`config.mk`:
```
export PLATFORM = sky130hd
export DESIGN_NAME = stiction_floor_settle_controller_flat
export DESIGN_NICKNAME = d
export VERILOG_FILES = /design/src/hdl/sfsc_pkg.sv /design/src/hdl/sfsc_if.sv /design/src/hdl/stiction_floor_settle_controller.sv /design/src/hdl/sfsc_cfg.sv /design/src/hdl/sfsc_div.sv /design/src/flat_wrapper.sv
export SDC_FILE = /design/constraint.sdc
export NUM_CORES = 2
export LEC_CHECK = 0
export ABC_AREA = 1
export BUFFER_PORTS_ARGS = -buffer_cell sky130_fd_sc_hd__buf_2
export CAP_MARGIN = 20
export CORE_ASPECT_RATIO = 0.75
export CORE_UTILIZATION = 62
export DETAILED_ROUTE_END_ITERATION = 8
export GPL_TIMING_DRIVEN = 0
export PLACE_DENSITY = 0.77
export SYNTH_ARGS = -nofsm -noshare
export SYNTH_HDL_FRONTEND = slang
export SYNTH_SLANG_ARGS = --single-unit
```
`constraint.sdc`:
```
create_clock -name clk -period 24.9 [get_ports clk]
set_clock_uncertainty 0.15 [all_clocks]
set_input_delay 3.735 -clock clk [delete_from_list [all_inputs] [get_ports clk]]
set_output_delay 3.735 -clock clk [all_outputs]
set_load 0.1 [all_outputs]
```
`src/hdl/sfsc_pkg.sv`:
```
package sfsc_pkg;

  // Field widths
  localparam int VOLT_W    = 14;  // unsigned millivolt magnitudes
  localparam int FF_W      = 7;
  localparam int ERR_W     = 31;  // unsigned Q15.16 thresholds
  localparam int TICK_W    = 16;
  localparam int PID_W     = 18;
  localparam int IN_ERR_W  = 32;
  localparam int OUT_V_W   = 15;
  localparam int REASON_W  = 2;
  localparam int CFG_IDX_W = 3;
  localparam int CFG_DAT_W = 31;

  // Divider sizing: dividend 2*full*num + den, divisor 2*den, quotient <= full
  localparam int PROD_W    = VOLT_W + ERR_W;   // full * num
  localparam int DVD_W     = PROD_W + 2;       // 2*prod + den, with carry
  localparam int DVS_W     = ERR_W + 1;        // 2*den
  localparam int QUO_W     = VOLT_W;
  localparam int DCNT_W    = $clog2(QUO_W);

  localparam int NEAR_DIVISOR_DEF = 4;
  localparam int FLOOR_SCALE      = 100;

  // Register indexes
  localparam logic [CFG_IDX_W-1:0] REG_MAX_VOLT      = 3'd0;
  localparam logic [CFG_IDX_W-1:0] REG_FEEDFORWARD   = 3'd1;
  localparam logic [CFG_IDX_W-1:0] REG_ACCEPTABLE    = 3'd2;
  localparam logic [CFG_IDX_W-1:0] REG_FULL_FLOOR    = 3'd3;
  localparam logic [CFG_IDX_W-1:0] REG_NEAR_MIN      = 3'd4;
  localparam logic [CFG_IDX_W-1:0] REG_TURN_MODE     = 3'd5;
  localparam logic [CFG_IDX_W-1:0] REG_TIMEOUT       = 3'd6;
  localparam logic [CFG_IDX_W-1:0] REG_SETTLE        = 3'd7;

  localparam logic [VOLT_W-1:0] MAX_VOLT_RST = 14'd12000;

  // Action codes
  localparam logic ACT_START = 1'b0;
  localparam logic ACT_TICK  = 1'b1;

  // End reasons
  localparam logic [REASON_W-1:0] REASON_RUNNING = 2'd0;
  localparam logic [REASON_W-1:0] REASON_SETTLED = 2'd1;
  localparam logic [REASON_W-1:0] REASON_TIMEOUT = 2'd2;

  typedef struct packed {
    logic [VOLT_W-1:0] max_volt;
    logic [FF_W-1:0]   feedforward;
    logic [ERR_W-1:0]  acceptable_err;
    logic [ERR_W-1:0]  full_floor_err;
    logic [VOLT_W-1:0] near_min_volt;
    logic              turn_mode;
    logic [TICK_W-1:0] timeout_ticks;
    logic [TICK_W-1:0] settle_ticks;
  } cfg_t;

  typedef enum logic [2:0] {
    ST_IDLE,
    ST_EVAL,
    ST_MUL,
    ST_DSTART,
    ST_DIV,
    ST_FIN
  } state_t;

endpackage

```
`src/hdl/sfsc_if.sv`:
```
interface sfsc_in_if;
  logic                                  valid;
  logic                                  ready;
  logic                                  action;
  logic signed [sfsc_pkg::PID_W-1:0]     pid_command;
  logic signed [sfsc_pkg::IN_ERR_W-1:0]  error;

  modport source (output valid, action, pid_command, error, input ready);
  modport sink   (input valid, action, pid_command, error, output ready);
endinterface

interface sfsc_out_if;
  logic                                  valid;
  logic                                  ready;
  logic signed [sfsc_pkg::OUT_V_W-1:0]   left_volt;
  logic signed [sfsc_pkg::OUT_V_W-1:0]   right_volt;
  logic                                  finished;
  logic [sfsc_pkg::REASON_W-1:0]         end_reason;

  modport source (output valid, left_volt, right_volt, finished, end_reason, input ready);
  modport sink   (input valid, left_volt, right_volt, finished, end_reason, output ready);
endinterface

```
`src/hdl/stiction_floor_settle_controller.sv`:
```
// Flow: an accepted transaction is captured, evaluated and then loaded into the output register;
//   a tick that needs the tapered floor also passes the multiply, divider-start and divide states,
//   the serial 14-step divider setting the long path. The load waits until the output register is
//   free, and the input stays blocked until the result is loaded.
// Reset (synchronous, rst_n low): registers take their defaults, the move is idle and
//   finished, and the output register holds no result.
module stiction_floor_settle_controller #(
  parameter int NEAR_DIVISOR = sfsc_pkg::NEAR_DIVISOR_DEF
) (
  input  logic                            clk,
  input  logic                            rst_n,
  sfsc_in_if.sink                         in_ch,
  sfsc_out_if.source                      out_ch,
  input  logic                            cfg_we,
  input  logic [sfsc_pkg::CFG_IDX_W-1:0]  cfg_index,
  input  logic [sfsc_pkg::CFG_DAT_W-1:0]  cfg_wdata
);

  localparam int VW = sfsc_pkg::VOLT_W;
  localparam int SW = VW + 5;  // signed working width of the command

  // Near floor = full floor / NEAR_DIVISOR by reciprocal multiplication; exact for
  // every floor below 2**VW. The scale of 100 is folded into the constant so the
  // feedforward register feeds a single constant multiply.
  localparam int NEAR_SH     = VW + $clog2(NEAR_DIVISOR);
  localparam int NEAR_RECIP  = ((1 << NEAR_SH) + NEAR_DIVISOR - 1) / NEAR_DIVISOR;
  localparam int NEAR_MUL    = NEAR_RECIP * sfsc_pkg::FLOOR_SCALE;
  localparam int NEAR_PROD_W = sfsc_pkg::FF_W + VW + 8;

  sfsc_pkg::cfg_t   cfg;
  sfsc_pkg::state_t state_r, state_nxt;

  // Captured transaction
  logic                                action_r;
  logic signed [sfsc_pkg::PID_W-1:0]   pid_r;
  logic                                err_neg_r;
  logic [sfsc_pkg::IN_ERR_W-1:0]       aerr_r;

  // Floor datapath
  logic                                use_floor_r;
  logic [VW-1:0]                       applied_r;
  logic [VW-1:0]                       nearf_r;
  logic [VW-1:0]                       full_r;
  logic [sfsc_pkg::ERR_W-1:0]          num_r;
  logic [sfsc_pkg::ERR_W-1:0]          den_r;
  logic [sfsc_pkg::PROD_W-1:0]         prod_r;

  // Move state
  logic [sfsc_pkg::TICK_W-1:0]         elapsed_r;
  logic [sfsc_pkg::TICK_W-1:0]         settled_r;
  logic                                move_done_r;
  logic [sfsc_pkg::REASON_W-1:0]       reason_r;

  // Output register
  logic                                out_valid_r;
  logic signed [sfsc_pkg::OUT_V_W-1:0] left_r;
  logic signed [sfsc_pkg::OUT_V_W-1:0] right_r;
  logic                                finished_r;
  logic [sfsc_pkg::REASON_W-1:0]       end_reason_r;

  // Divider hookup
  logic                                div_start;
  logic                                div_done;
  logic [sfsc_pkg::QUO_W-1:0]          div_q;
  logic [sfsc_pkg::DVD_W-1:0]          div_dividend;
  logic [sfsc_pkg::DVS_W-1:0]          div_divisor;

  // Evaluation-cycle terms
  logic [VW-1:0]                       full_w;
  logic [NEAR_PROD_W-1:0]              near_prod_w;
  logic [VW-1:0]                       near_div_w;
  logic [VW-1:0]                       nearf_w;
  logic [sfsc_pkg::PID_W-1:0]          apid_w;
  logic                                skip_w;
  logic                                at_full_w;
  logic                                done_now_w;

  // Result-cycle terms
  logic signed [SW-1:0]                volt_pre;
  logic signed [SW-1:0]                mv_s;
  logic signed [SW-1:0]                volt_c;
  logic signed [sfsc_pkg::OUT_V_W-1:0] volt15;
  logic [VW-1:0]                       avolt;
  logic                                ok_turn;
  logic                                ok_straight;
  logic                                settle_ok;
  logic                                out_free;
  logic                                in_accept;

  sfsc_cfg u_cfg (
    .clk       (clk),
    .rst_n     (rst_n),
    .cfg_we    (cfg_we),
    .cfg_index (cfg_index),
    .cfg_wdata (cfg_wdata),
    .cfg       (cfg)
  );

  sfsc_div u_div (
    .clk      (clk),
    .rst_n    (rst_n),
    .start    (div_start),
    .dividend (div_dividend),
    .divisor  (div_divisor),
    .done     (div_done),
    .quotient (div_q)
  );

  // Rounded taper: (2*full*num + den) / (2*den)
  assign div_dividend = {1'b0, prod_r, 1'b0} + sfsc_pkg::DVD_W'(den_r);
  assign div_divisor  = {den_r, 1'b0};

  assign in_accept = in_ch.valid && in_ch.ready;
  assign out_free  = !out_valid_r || out_ch.ready;

  // Floor decision, evaluated once per transaction from the captured transaction
  always_comb begin
    full_w      = VW'(cfg.feedforward * VW'(sfsc_pkg::FLOOR_SCALE));
    near_prod_w = NEAR_PROD_W'(cfg.feedforward) * NEAR_PROD_W'(NEAR_MUL);
    near_div_w  = VW'(near_prod_w >> NEAR_SH);
    nearf_w     = (cfg.near_min_volt > near_div_w) ? cfg.near_min_volt : near_div_w;
    apid_w      = pid_r[sfsc_pkg::PID_W-1] ? sfsc_pkg::PID_W'(-pid_r)
                                           : sfsc_pkg::PID_W'(pid_r);
    skip_w      = (full_w == '0)
               || (cfg.full_floor_err <= cfg.acceptable_err)
               || (aerr_r <= {1'b0, cfg.acceptable_err})
               || (apid_w >= sfsc_pkg::PID_W'(full_w));
    at_full_w   = aerr_r >= {1'b0, cfg.full_floor_err};
    done_now_w  = move_done_r
               || (settled_r >= cfg.settle_ticks)
               || (elapsed_r >= cfg.timeout_ticks);
  end

  // Drive command, clamp and settle test
  always_comb begin
    if (use_floor_r) begin
      volt_pre = err_neg_r ? -$signed({5'b0, applied_r}) : $signed({5'b0, applied_r});
    end else begin
      volt_pre = SW'(pid_r);
    end
    mv_s = $signed({5'b0, cfg.max_volt});
    if (volt_pre > mv_s) begin
      volt_c = mv_s;
    end else if (volt_pre < -mv_s) begin
      volt_c = -mv_s;
    end else begin
      volt_c = volt_pre;
    end
    volt15      = volt_c[sfsc_pkg::OUT_V_W-1:0];
    avolt       = volt_c[SW-1] ? VW'(-volt_c) : volt_c[VW-1:0];
    // Turn settles at a quarter of max, straight at 15 percent
    ok_turn     = {avolt, 2'b00} <= {2'b00, cfg.max_volt};
    ok_straight = (20'(avolt) * 20'd20) <= (20'(cfg.max_volt) * 20'd3);
    settle_ok   = (aerr_r <= {1'b0, cfg.acceptable_err})
               && (cfg.turn_mode ? ok_turn : ok_straight);
  end

  // Sequencer
  always_ff @(posedge clk) begin
    if (!rst_n) begin
      state_r <= sfsc_pkg::ST_IDLE;
    end else begin
      state_r <= state_nxt;
    end
  end

  always_comb begin
    state_nxt   = state_r;
    in_ch.ready = 1'b0;
    div_start   = 1'b0;
    case (state_r)
      sfsc_pkg::ST_IDLE: begin
        // Take nothing while reset is held
        in_ch.ready = rst_n;
        if (in_ch.valid) begin
          state_nxt = sfsc_pkg::ST_EVAL;
        end
      end
      sfsc_pkg::ST_EVAL: begin
        // Only a running tick in the taper region needs the divider
        if (action_r == sfsc_pkg::ACT_TICK && !done_now_w && !skip_w && !at_full_w) begin
          state_nxt = sfsc_pkg::ST_MUL;
        end else begin
          state_nxt = sfsc_pkg::ST_FIN;
        end
      end
      sfsc_pkg::ST_MUL: begin
        state_nxt = sfsc_pkg::ST_DSTART;
      end
      sfsc_pkg::ST_DSTART: begin
        div_start = 1'b1;
        state_nxt = sfsc_pkg::ST_DIV;
      end
      sfsc_pkg::ST_DIV: begin
        if (div_done) begin
          state_nxt = sfsc_pkg::ST_FIN;
        end
      end
      sfsc_pkg::ST_FIN: begin
        // Hold until the output register can take the result
        if (out_free) begin
          state_nxt = sfsc_pkg::ST_IDLE;
        end
      end
      default: begin
        state_nxt = sfsc_pkg::ST_IDLE;
      end
    endcase
  end

  // Capture and floor datapath
  always_ff @(posedge clk) begin
    if (in_accept) begin
      action_r  <= in_ch.action;
      pid_r     <= in_ch.pid_command;
      err_neg_r <= in_ch.error[sfsc_pkg::IN_ERR_W-1];
      aerr_r    <= in_ch.error[sfsc_pkg::IN_ERR_W-1] ? sfsc_pkg::IN_ERR_W'(-in_ch.error)
                                                     : sfsc_pkg::IN_ERR_W'(in_ch.error);
    end
    case (state_r)
      sfsc_pkg::ST_EVAL: begin
        use_floor_r <= !skip_w;
        applied_r   <= full_w;
        full_r      <= full_w;
        nearf_r     <= nearf_w;
        num_r       <= sfsc_pkg::ERR_W'(aerr_r - {1'b0, cfg.acceptable_err});
        den_r       <= cfg.full_floor_err - cfg.acceptable_err;
      end
      sfsc_pkg::ST_MUL: begin
        prod_r <= full_r * num_r;
      end
      sfsc_pkg::ST_DIV: begin
        // Tapered floor never drops below the near floor
        if (div_done) begin
          applied_r <= (nearf_r > div_q) ? nearf_r : div_q;
        end
      end
      default: ;
    endcase
  end

  // Move state: end check on evaluation, counters advance when the result loads
  always_ff @(posedge clk) begin
    if (!rst_n) begin
      elapsed_r   <= '0;
      settled_r   <= '0;
      move_done_r <= 1'b1;
      reason_r    <= sfsc_pkg::REASON_RUNNING;
    end else if (state_r == sfsc_pkg::ST_EVAL) begin
      if (action_r == sfsc_pkg::ACT_START) begin
        elapsed_r   <= '0;
        settled_r   <= '0;
        move_done_r <= 1'b0;
        reason_r    <= sfsc_pkg::REASON_RUNNING;
      end else if (!move_done_r) begin
        // Settling takes precedence over timeout
        if (settled_r >= cfg.settle_ticks) begin
          move_done_r <= 1'b1;
          reason_r    <= sfsc_pkg::REASON_SETTLED;
        end else if (elapsed_r >= cfg.timeout_ticks) begin
          move_done_r <= 1'b1;
          reason_r    <= sfsc_pkg::REASON_TIMEOUT;
        end
      end
    end else if (state_r == sfsc_pkg::ST_FIN && out_free
                 && action_r == sfsc_pkg::ACT_TICK && !move_done_r) begin
      settled_r <= settle_ok ? settled_r + 1'b1 : '0;
      elapsed_r <= elapsed_r + 1'b1;
    end
  end

  // Output register: valid is control, payload loads with it
  always_ff @(posedge clk) begin
    if (!rst_n) begin
      out_valid_r <= 1'b0;
    end else if (state_r == sfsc_pkg::ST_FIN && out_free) begin
      out_valid_r <= 1'b1;
    end else if (out_ch.ready) begin
      out_valid_r <= 1'b0;
    end
  end

  always_ff @(posedge clk) begin
    if (state_r == sfsc_pkg::ST_FIN && out_free) begin
      if (action_r == sfsc_pkg::ACT_START) begin
        left_r       <= '0;
        right_r      <= '0;
        finished_r   <= 1'b0;
        end_reason_r <= sfsc_pkg::REASON_RUNNING;
      end else if (move_done_r) begin
        // Brake: zero drive, report why the move ended
        left_r       <= '0;
        right_r      <= '0;
        finished_r   <= 1'b1;
        end_reason_r <= reason_r;
      end else begin
        left_r       <= cfg.turn_mode ? -volt15 : volt15;
        right_r      <= volt15;
        finished_r   <= 1'b0;
        end_reason_r <= sfsc_pkg::REASON_RUNNING;
      end
    end
  end

  assign out_ch.valid      = out_valid_r;
  assign out_ch.left_volt  = left_r;
  assign out_ch.right_volt = right_r;
  assign out_ch.finished   = finished_r;
  assign out_ch.end_reason = end_reason_r;

  // A transaction occupies the block: no second one in the following cycle
  a_busy_after_accept: assert property (@(posedge clk) disable iff (!rst_n)
    in_accept |=> !in_ch.ready)
    else $error("input accepted back to back");

  // A finished move drives no voltage
  a_finished_brakes: assert property (@(posedge clk) disable iff (!rst_n)
    (out_ch.valid && out_ch.finished) |-> (out_ch.left_volt == '0 && out_ch.right_volt == '0))
    else $error("finished result carries drive");

  // An end reason is only reported on a finished move
  a_reason_finished: assert property (@(posedge clk) disable iff (!rst_n)
    (out_ch.valid && out_ch.end_reason != sfsc_pkg::REASON_RUNNING) |-> out_ch.finished)
    else $error("end reason without finished");

  // Only a start transaction reopens a move
  a_reopen_on_start: assert property (@(posedge clk) disable iff (!rst_n)
    $fell(move_done_r) |-> $past(state_r == sfsc_pkg::ST_EVAL && action_r == sfsc_pkg::ACT_START))
    else $error("move reopened without start");

endmodule

```
`src/hdl/sfsc_cfg.sv`:
```
module sfsc_cfg (
  input  logic                               clk,
  input  logic                               rst_n,
  input  logic                               cfg_we,
  input  logic [sfsc_pkg::CFG_IDX_W-1:0]     cfg_index,
  input  logic [sfsc_pkg::CFG_DAT_W-1:0]     cfg_wdata,
  output sfsc_pkg::cfg_t                     cfg
);

  sfsc_pkg::cfg_t cfg_r;

  always_ff @(posedge clk) begin
    if (!rst_n) begin
      cfg_r.max_volt       <= sfsc_pkg::MAX_VOLT_RST;
      cfg_r.feedforward    <= '0;
      cfg_r.acceptable_err <= '0;
      cfg_r.full_floor_err <= '0;
      cfg_r.near_min_volt  <= '0;
      cfg_r.turn_mode      <= 1'b0;
      cfg_r.timeout_ticks  <= '0;
      cfg_r.settle_ticks   <= '0;
    end else if (cfg_we) begin
      case (cfg_index)
        sfsc_pkg::REG_MAX_VOLT:    cfg_r.max_volt       <= cfg_wdata[sfsc_pkg::VOLT_W-1:0];
        sfsc_pkg::REG_FEEDFORWARD: cfg_r.feedforward    <= cfg_wdata[sfsc_pkg::FF_W-1:0];
        sfsc_pkg::REG_ACCEPTABLE:  cfg_r.acceptable_err <= cfg_wdata[sfsc_pkg::ERR_W-1:0];
        sfsc_pkg::REG_FULL_FLOOR:  cfg_r.full_floor_err <= cfg_wdata[sfsc_pkg::ERR_W-1:0];
        sfsc_pkg::REG_NEAR_MIN:    cfg_r.near_min_volt  <= cfg_wdata[sfsc_pkg::VOLT_W-1:0];
        sfsc_pkg::REG_TURN_MODE:   cfg_r.turn_mode      <= cfg_wdata[0];
        sfsc_pkg::REG_TIMEOUT:     cfg_r.timeout_ticks  <= cfg_wdata[sfsc_pkg::TICK_W-1:0];
        sfsc_pkg::REG_SETTLE:      cfg_r.settle_ticks   <= cfg_wdata[sfsc_pkg::TICK_W-1:0];
        default: ;
      endcase
    end
  end

  assign cfg = cfg_r;

endmodule

```
`src/hdl/sfsc_div.sv`:
```
module sfsc_div (
  input  logic                           clk,
  input  logic                           rst_n,
  input  logic                           start,
  input  logic [sfsc_pkg::DVD_W-1:0]     dividend,
  input  logic [sfsc_pkg::DVS_W-1:0]     divisor,
  output logic                           done,
  output logic [sfsc_pkg::QUO_W-1:0]     quotient
);

  // Restoring division, one quotient bit per cycle, MSB first.
  // Caller guarantees the quotient fits in QUO_W bits.
  logic [sfsc_pkg::DVD_W-1:0]  rem_r, rem_nxt;
  logic [sfsc_pkg::DVD_W-1:0]  dsh_r, dsh_nxt;
  logic [sfsc_pkg::QUO_W-1:0]  quo_r, quo_nxt;
  logic [sfsc_pkg::DCNT_W-1:0] cnt_r;
  logic                        busy_r;
  logic                        done_r;
  logic                        fits;

  always_comb begin
    fits    = rem_r >= dsh_r;
    rem_nxt = fits ? rem_r - dsh_r : rem_r;
    quo_nxt = {quo_r[sfsc_pkg::QUO_W-2:0], fits};
    dsh_nxt = dsh_r >> 1;
  end

  always_ff @(posedge clk) begin
    if (!rst_n) begin
      busy_r <= 1'b0;
      done_r <= 1'b0;
      cnt_r  <= '0;
    end else if (start) begin
      busy_r <= 1'b1;
      done_r <= 1'b0;
      cnt_r  <= sfsc_pkg::DCNT_W'(sfsc_pkg::QUO_W - 1);
    end else if (busy_r) begin
      cnt_r <= cnt_r - 1'b1;
      if (cnt_r == '0) begin
        busy_r <= 1'b0;
        done_r <= 1'b1;
      end
    end else begin
      done_r <= 1'b0;
    end
  end

  always_ff @(posedge clk) begin
    if (start) begin
      rem_r <= dividend;
      dsh_r <= sfsc_pkg::DVD_W'({divisor, {(sfsc_pkg::QUO_W-1){1'b0}}});
      quo_r <= '0;
    end else if (busy_r) begin
      rem_r <= rem_nxt;
      dsh_r <= dsh_nxt;
      quo_r <= quo_nxt;
    end
  end

  assign done     = done_r;
  assign quotient = quo_r;

endmodule
```
`src/flat_wrapper.sv`:
```
// flat-port wrapper written by rule: the top's interface ports become plain ports
module stiction_floor_settle_controller_flat 
#(
  parameter int NEAR_DIVISOR = sfsc_pkg::NEAR_DIVISOR_DEF
)
  (clk, rst_n, cfg_we, cfg_index, cfg_wdata, in_ch_valid, in_ch_action, in_ch_pid_command, in_ch_error, in_ch_ready, out_ch_valid, out_ch_left_volt, out_ch_right_volt, out_ch_finished, out_ch_end_reason, out_ch_ready);
  sfsc_in_if in_ch_i ();
  sfsc_out_if out_ch_i ();
  input  logic clk;
  input  logic rst_n;
  input  logic cfg_we;
  input  logic [sfsc_pkg::CFG_IDX_W-1:0] cfg_index;
  input  logic [sfsc_pkg::CFG_DAT_W-1:0] cfg_wdata;
  input wire logic [$bits(in_ch_i.valid)-1:0] in_ch_valid;
  input wire logic [$bits(in_ch_i.action)-1:0] in_ch_action;
  input wire logic [$bits(in_ch_i.pid_command)-1:0] in_ch_pid_command;
  input wire logic [$bits(in_ch_i.error)-1:0] in_ch_error;
  output wire logic [$bits(in_ch_i.ready)-1:0] in_ch_ready;
  output wire logic [$bits(out_ch_i.valid)-1:0] out_ch_valid;
  output wire logic [$bits(out_ch_i.left_volt)-1:0] out_ch_left_volt;
  output wire logic [$bits(out_ch_i.right_volt)-1:0] out_ch_right_volt;
  output wire logic [$bits(out_ch_i.finished)-1:0] out_ch_finished;
  output wire logic [$bits(out_ch_i.end_reason)-1:0] out_ch_end_reason;
  input wire logic [$bits(out_ch_i.ready)-1:0] out_ch_ready;
  assign in_ch_i.valid = in_ch_valid;
  assign in_ch_i.action = in_ch_action;
  assign in_ch_i.pid_command = in_ch_pid_command;
  assign in_ch_i.error = in_ch_error;
  assign in_ch_ready = in_ch_i.ready;
  assign out_ch_valid = out_ch_i.valid;
  assign out_ch_left_volt = out_ch_i.left_volt;
  assign out_ch_right_volt = out_ch_i.right_volt;
  assign out_ch_finished = out_ch_i.finished;
  assign out_ch_end_reason = out_ch_i.end_reason;
  assign out_ch_i.ready = out_ch_ready;
  stiction_floor_settle_controller #(.NEAR_DIVISOR(NEAR_DIVISOR)) u_core (.clk(clk), .rst_n(rst_n), .in_ch(in_ch_i), .out_ch(out_ch_i), .cfg_we(cfg_we), .cfg_index(cfg_index), .cfg_wdata(cfg_wdata));
endmodule
```
Word-level counts from Yosys, hierarchy flattened

Index checks and enable logic that the tools add are counted.

Add/subtract/negate cells: 13
Multipliers: 5
$lt $le $gt $ge: 13
Equal/unequal tests: 18
Muxes and demuxes: 47
Bitwise gates (word level): 3
Reductions and logical operators: 45

Operator list:

| cell                                                                | count |
|---|---|
| 47-bit two-way mux                                                  | 3 |
| 16-bit two-way mux                                                  | 6 |
| 45-bit two-way mux                                                  | 2 |
| 19-bit two-way mux                                                  | 4 |
| 31-bit subtractor                                                   | 2 |
| 46-bit by 31-bit adder with 47-bit output                           | 1 |
| 47-bit by 45-bit >= comparator with 1-bit output                    | 1 |
| 47-bit by 45-bit subtractor with 47-bit output                      | 1 |
| 12-bit by 31-bit multiplier with 43-bit output                      | 1 |
| 14-bit two-way mux                                                  | 3 |
| 14-bit negation with 19-bit output                                  | 2 |
| 16-bit by 1-bit adder with 16-bit output, second input constant     | 2 |
| 16-bit >= comparator                                                | 2 |
| 32-bit by 31-bit >= comparator with 1-bit output                    | 1 |
| 32-bit by 31-bit <= comparator with 1-bit output                    | 1 |
| 32-bit negation                                                     | 1 |
| 31-bit <= comparator                                                | 1 |
| 31-bit two-way mux                                                  | 1 |
| 14-bit case mux with 2 select lines                                 | 1 |
| 7-bit by 5-bit multiplier with 12-bit output, second input constant | 2 |
| 2-bit AND reduction                                                 | 12 |
| 19-bit by 15-bit greater-than comparator with 1-bit output          | 1 |
| 19-bit by 16-bit <= comparator with 1-bit output                    | 1 |
| 19-bit < comparator                                                 | 1 |
| 35 further kinds                                                    | 91 |

Register bits: 512
Bits of input ports: 90
Output and inout port bits: 35
Word-level logic and storage cells: 183

Depth between registers and ports, before layout

Depth in word-level cells: 15
Mapped depth: 56

Modules after synthesis

Synthesis repeated with hierarchy kept, for this count alone.

Cell total of the unflattened synthesis: 6193
Area, all modules: 47646.9 sq um

Modules (own cells, without submodules):

| module                           | instances | cells an instance | area an instance (sq um) | sequential area each (sq um) |
|---|---|---|---|---|
| stiction_floor_settle_controller | 1         | 4138              | 33812.4                  | 7687.4 |
| sfsc_div                         | 1         | 1310              | 8664.6                   | 3032.9 |
| sfsc_cfg                         | 1         | 745               | 5170.0                   | 2602.5 |

Worst setup path before layout

No wires, ideal clock.

Kind: register to register
From: reg u_core.state_r[0]
To: reg u_core.elapsed_r[15] (netlist bit)
Library setup time: 0.115 ns
Data arrival time: 9.135 ns
Data required time: 24.635 ns
Slack: 15.501 ns
Cell stages (with the launch flop): 19
Path through: dfxtp_1 -> inv_1 -> nor3_1 -> inv_1 -> nor2_1 -> inv_1 -> nand2_1 -> inv_2 -> nor2_1 -> nand3_1 -> nor3_1 -> nand2_1 -> nor2_1 -> nand4_1 -> nor2_1 -> nand2_1 -> nor3_1 -> a21oi_1 -> o21a_1

Word-level cells in the longest chain between the ends: 6

RTL lines:

| what                            | RTL line                                | RTL |
|---|---|---|
| start, declared                 | stiction_floor_settle_controller.sv:31  | `sfsc_pkg::state_t state_r, state_nxt;` |
| start signal, assigned          | stiction_floor_settle_controller.sv:161 | `state_r <= sfsc_pkg::ST_IDLE;` |
| start signal, assigned          | stiction_floor_settle_controller.sv:163 | `state_r <= state_nxt;` |
| 3-bit equality test             | stiction_floor_settle_controller.sv:265 | `end else if (state_r == sfsc_pkg::ST_FIN && out_free` |
| 1-bit logical AND               | stiction_floor_settle_controller.sv:265 |  |
| 1-bit logical AND (2 in series) | stiction_floor_settle_controller.sv:266 | `&& action_r == sfsc_pkg::ACT_TICK && !move_done_r) begin` |
| 2-bit nonzero test (no line)    | -                                       |  |
| 2-bit AND reduction (no line)   | -                                       |  |
| end signal, assigned            | stiction_floor_settle_controller.sv:268 | `elapsed_r <= elapsed_r + 1'b1;` |
| end, declared                   | stiction_floor_settle_controller.sv:49  | `logic [sfsc_pkg::TICK_W-1:0] elapsed_r;` |

Parallel ways exist; a longest one is shown, timed or not.
A chain may end at the register's enable or synchronous reset.

Final worst setup path

From: in rst_n
To: out in_ch_ready

Word-level cells in the longest chain between the ends: 1

RTL lines:

| what              | RTL line                                | RTL |
|---|---|---|
| start, declared   | flat_wrapper.sv:10                      | `input logic rst_n;` |
| 1-bit two-way mux | stiction_floor_settle_controller.sv:171 | `case (state_r)` |
| end, declared     | flat_wrapper.sv:18                      | `output wire logic [$bits(in_ch_i.ready)-1:0] in_ch_ready;` |

No other way between the ends.

==> results.ini <==
[status]
outcome = completed

[placement]
port_buffers = 124
placed_area_um2 = 47400
post-dp-hpwl_mm = 107
place.gp.congestion = 1.04

[logic_synthesis]
synth_edf_count = 308
synth-seq-area-share_pct = 29.3
synth_seq_cells = 511
syn_area_per_cell_um2 = 8.06
ys_warn_count = 0
yosys.cell_types.count = 64
ys.flop_type = edfxtp_1
async_reset_ff_share_pct = 0
syn_inst = 5626
syn_area_um2 = 45400
synth_fp_nets = 6475

[global_route]
grt_overflow = 0
grt_max_degree = 37
grt_pass1_vias = 36600
antenna_found_initial = 3
grtUsageTotal_pct = 34.9
grt_pass1_wl_mm = 201

[floorplan]
die_y_um = 236
fp-row-count = 85
dieArea_um2 = 74300
ios = 125
start_util_pct = 62.9
die_w_um = 314
core_region_area_um2 = 72100

[clock_network]
clk_pin_slew_ps = 60
tritoncts = done
cts_root_buffer = clkbuf_16
ctsResizeCount = 0
clock_sinks = 511
clk_latency_ps = 650
htree_num_levels = 2
clk_path_buf_depth = 3
numCtsBuffers = 51
cts_setup_buffers = 0
hold_buffers = 0

[final_layout]
final_util_pct = 68.2
antenna_cells = 0
area_growth_pct = 8.36
nets = 6671
design_area_um2 = 49200
final_cell_mix = nand2_1, inv_1, a21oi_1
final_common_cell = nand2_1
layout-drive-gt1-share_pct = 5.70

[critical_path]
critPathLaunch = rst_n
setup.worst_path.start_class = input pin
crit_arrival_ps = 5700
r2r-end = u_core.settled_r[13]
r2r_slack_ps = 15340
end_kind = output pin
r2r_cells = 44
path_max_fanout = 10
required_ps = 21010
r2r_start = u_core.err_neg_r
crit_type = in -> out
crit_end = in_ch_ready

[drt]
vias = 39300
drc = 0
first_iter_violations = 4200
ant_nets = 0
routed_via_density = 5.75
wl_mm = 130
drtPass1Iterations = 8
wire_per_inst_um = 19.1

[timing]
slew_headroom_pct = 28.3
worstMarginPinSlew_ps = 1080
finalCritPeriodShare_pct = 38.5
holdWs_ps = 317
finalSetupViolCount = 0
rsz0062_at_grt = no
fin_crit_ps = 9590
finalHoldViolCount = 0
finalSetupTns_ps = 0
maxSlewViolCount = 0
fmax_mhz = 104

[min_path]
hold_path.class = reg -> reg

[run]
cap_violations = 0

## worst max-delay path: stages
cell and delay (ps):
buf_2 170, inv_1 370, clkbuf_1 810, nor2_1 230, buf_2 370
## cell families (layout without fill, tap and decap cells)
family                     after synthesis  in the layout  share of synthesized area (%)
xor gates and xnor gates               226            226                           4.36
and+or+nand+nor                       1815           1815                           16.6
adders and majority gates              759            759                           25.9
muxes                                    1              1                         0.0248
DFF                                    511            511                           29.3
buffers and inverters                 1170           1408                           9.79
AOI/OAI and AO/OA                     1144           1144                           14.0
## cells in the mapped netlist, types with 5 or more instances
master | instances | area share, %
nand2_2 | 15 | 0.21
nor3b_1 | 6 | 0.099
inv_1 | 983 | 8.1
o21ai_0 | 406 | 4.5
o2111ai_1 | 6 | 0.12
nand3_1 | 121 | 1.3
a21o_1 | 9 | 0.15
nand3_2 | 19 | 0.42
nand4_1 | 46 | 0.63
or2_2 | 17 | 0.23
nor2_1 | 372 | 3.1
xnor2_1 | 68 | 1.3
edfxtp_1 | 308 | 20
o211ai_1 | 22 | 0.36
fa_1 | 298 | 13
a21oi_1 | 499 | 5.5
nand2_1 | 1126 | 9.3
dfxtp_1 | 203 | 9.0
ha_1 | 461 | 13
nor4_1 | 18 | 0.25
o31ai_1 | 38 | 0.63
inv_2 | 11 | 0.091
a211oi_1 | 14 | 0.23
a31oi_1 | 41 | 0.57
clkbuf_1 | 158 | 1.3
nor3_1 | 50 | 0.55
a21oi_2 | 11 | 0.21
o221ai_1 | 11 | 0.21
o21bai_1 | 19 | 0.31
xor2_1 | 158 | 3.1
clkinv_1 | 5 | 0.041
o21a_1 | 29 | 0.48
a21boi_0 | 10 | 0.17
## per-layer routing
layer	track usage (%)	up-vias	part of all wire [%]
li1	-	18700	-
met1	51.5	18400	44
met2	50.1	1858	41
met3	9.07	241	12
met4	9.89	2	3.2
met5	0	-	0.010
## metrics by stage
| step | setup WS [ps] | cells |
|---|---|---|
| after floorplan | 15500 | 5626 |
| after global placement | 10510 | 6707 |
| after detailed placement | 15390 | 6725 |
| after CTS | 15390 | 6820 |
| after global routing | 14620 | 6821 |
| final | 15310 | 6821 |
## area by class of cell
class | count | area [um^2]
Buffer | 169 | 682
Clock buffer | 82 | 1570
Clock inverter | 13 | 136
Fill cell | 5994 | 22900
Inverter | 1001 | 3760
Multi-Input combinational cell | 3945 | 27600
Sequential cell | 511 | 13300
Tap cell | 957 | 1200
Timing Repair Buffer | 143 | 861
## state kept, by name, indices dropped and copies added, names as in the netlist, 2 cells and up
| signal | flops |
|---|---|
| u_core.elapsed_r | 16 |
| u_core.den_r | 31 |
| u_core.num_r | 31 |
| u_core.nearf_r | 14 |
| u_core.state_r | 3 |
| u_core.aerr_r | 32 |
| u_core.u_div.dsh_r | 45 |
| u_core.u_div.quotient | 14 |
| u_core.u_div.cnt_r | 4 |
| u_core.applied_r | 14 |
| u_core.out_ch.left_volt | 14 |
| u_core.full_r | 12 |
| u_core.out_ch.end_reason | 2 |
| u_core.out_ch.right_volt | 15 |
| u_core.u_cfg.cfg | 130 |
| u_core.settled_r | 16 |
| u_core.reason_r | 2 |
| u_core.prod_r | 43 |
| u_core.pid_r | 18 |
| u_core.u_div.rem_r | 47 |
## how the worst min path moves through the flow
| stage | depth (start not counted) | end | start |
|---|---|---|---|
| finish | 2 | u_core.u_cfg.cfg[22] | u_core.u_cfg.cfg[22] |
| global route | 2 | u_core.reason_r[0] | u_core.reason_r[0] |
| CTS | 2 | u_core.u_cfg.cfg[22] | u_core.u_cfg.cfg[22] |
| detailed placement | 2 | u_core.u_cfg.cfg[22] | u_core.u_cfg.cfg[22] |
| global placement | 2 | u_core.u_cfg.cfg[9] | u_core.u_cfg.cfg[9] |
| floorplan | 2 | u_core.u_cfg.cfg[10] | u_core.u_cfg.cfg[10] |
Power is not shown: default switching activity piles up to over one toggle a cycle in this logic, so the estimate is an artifact.
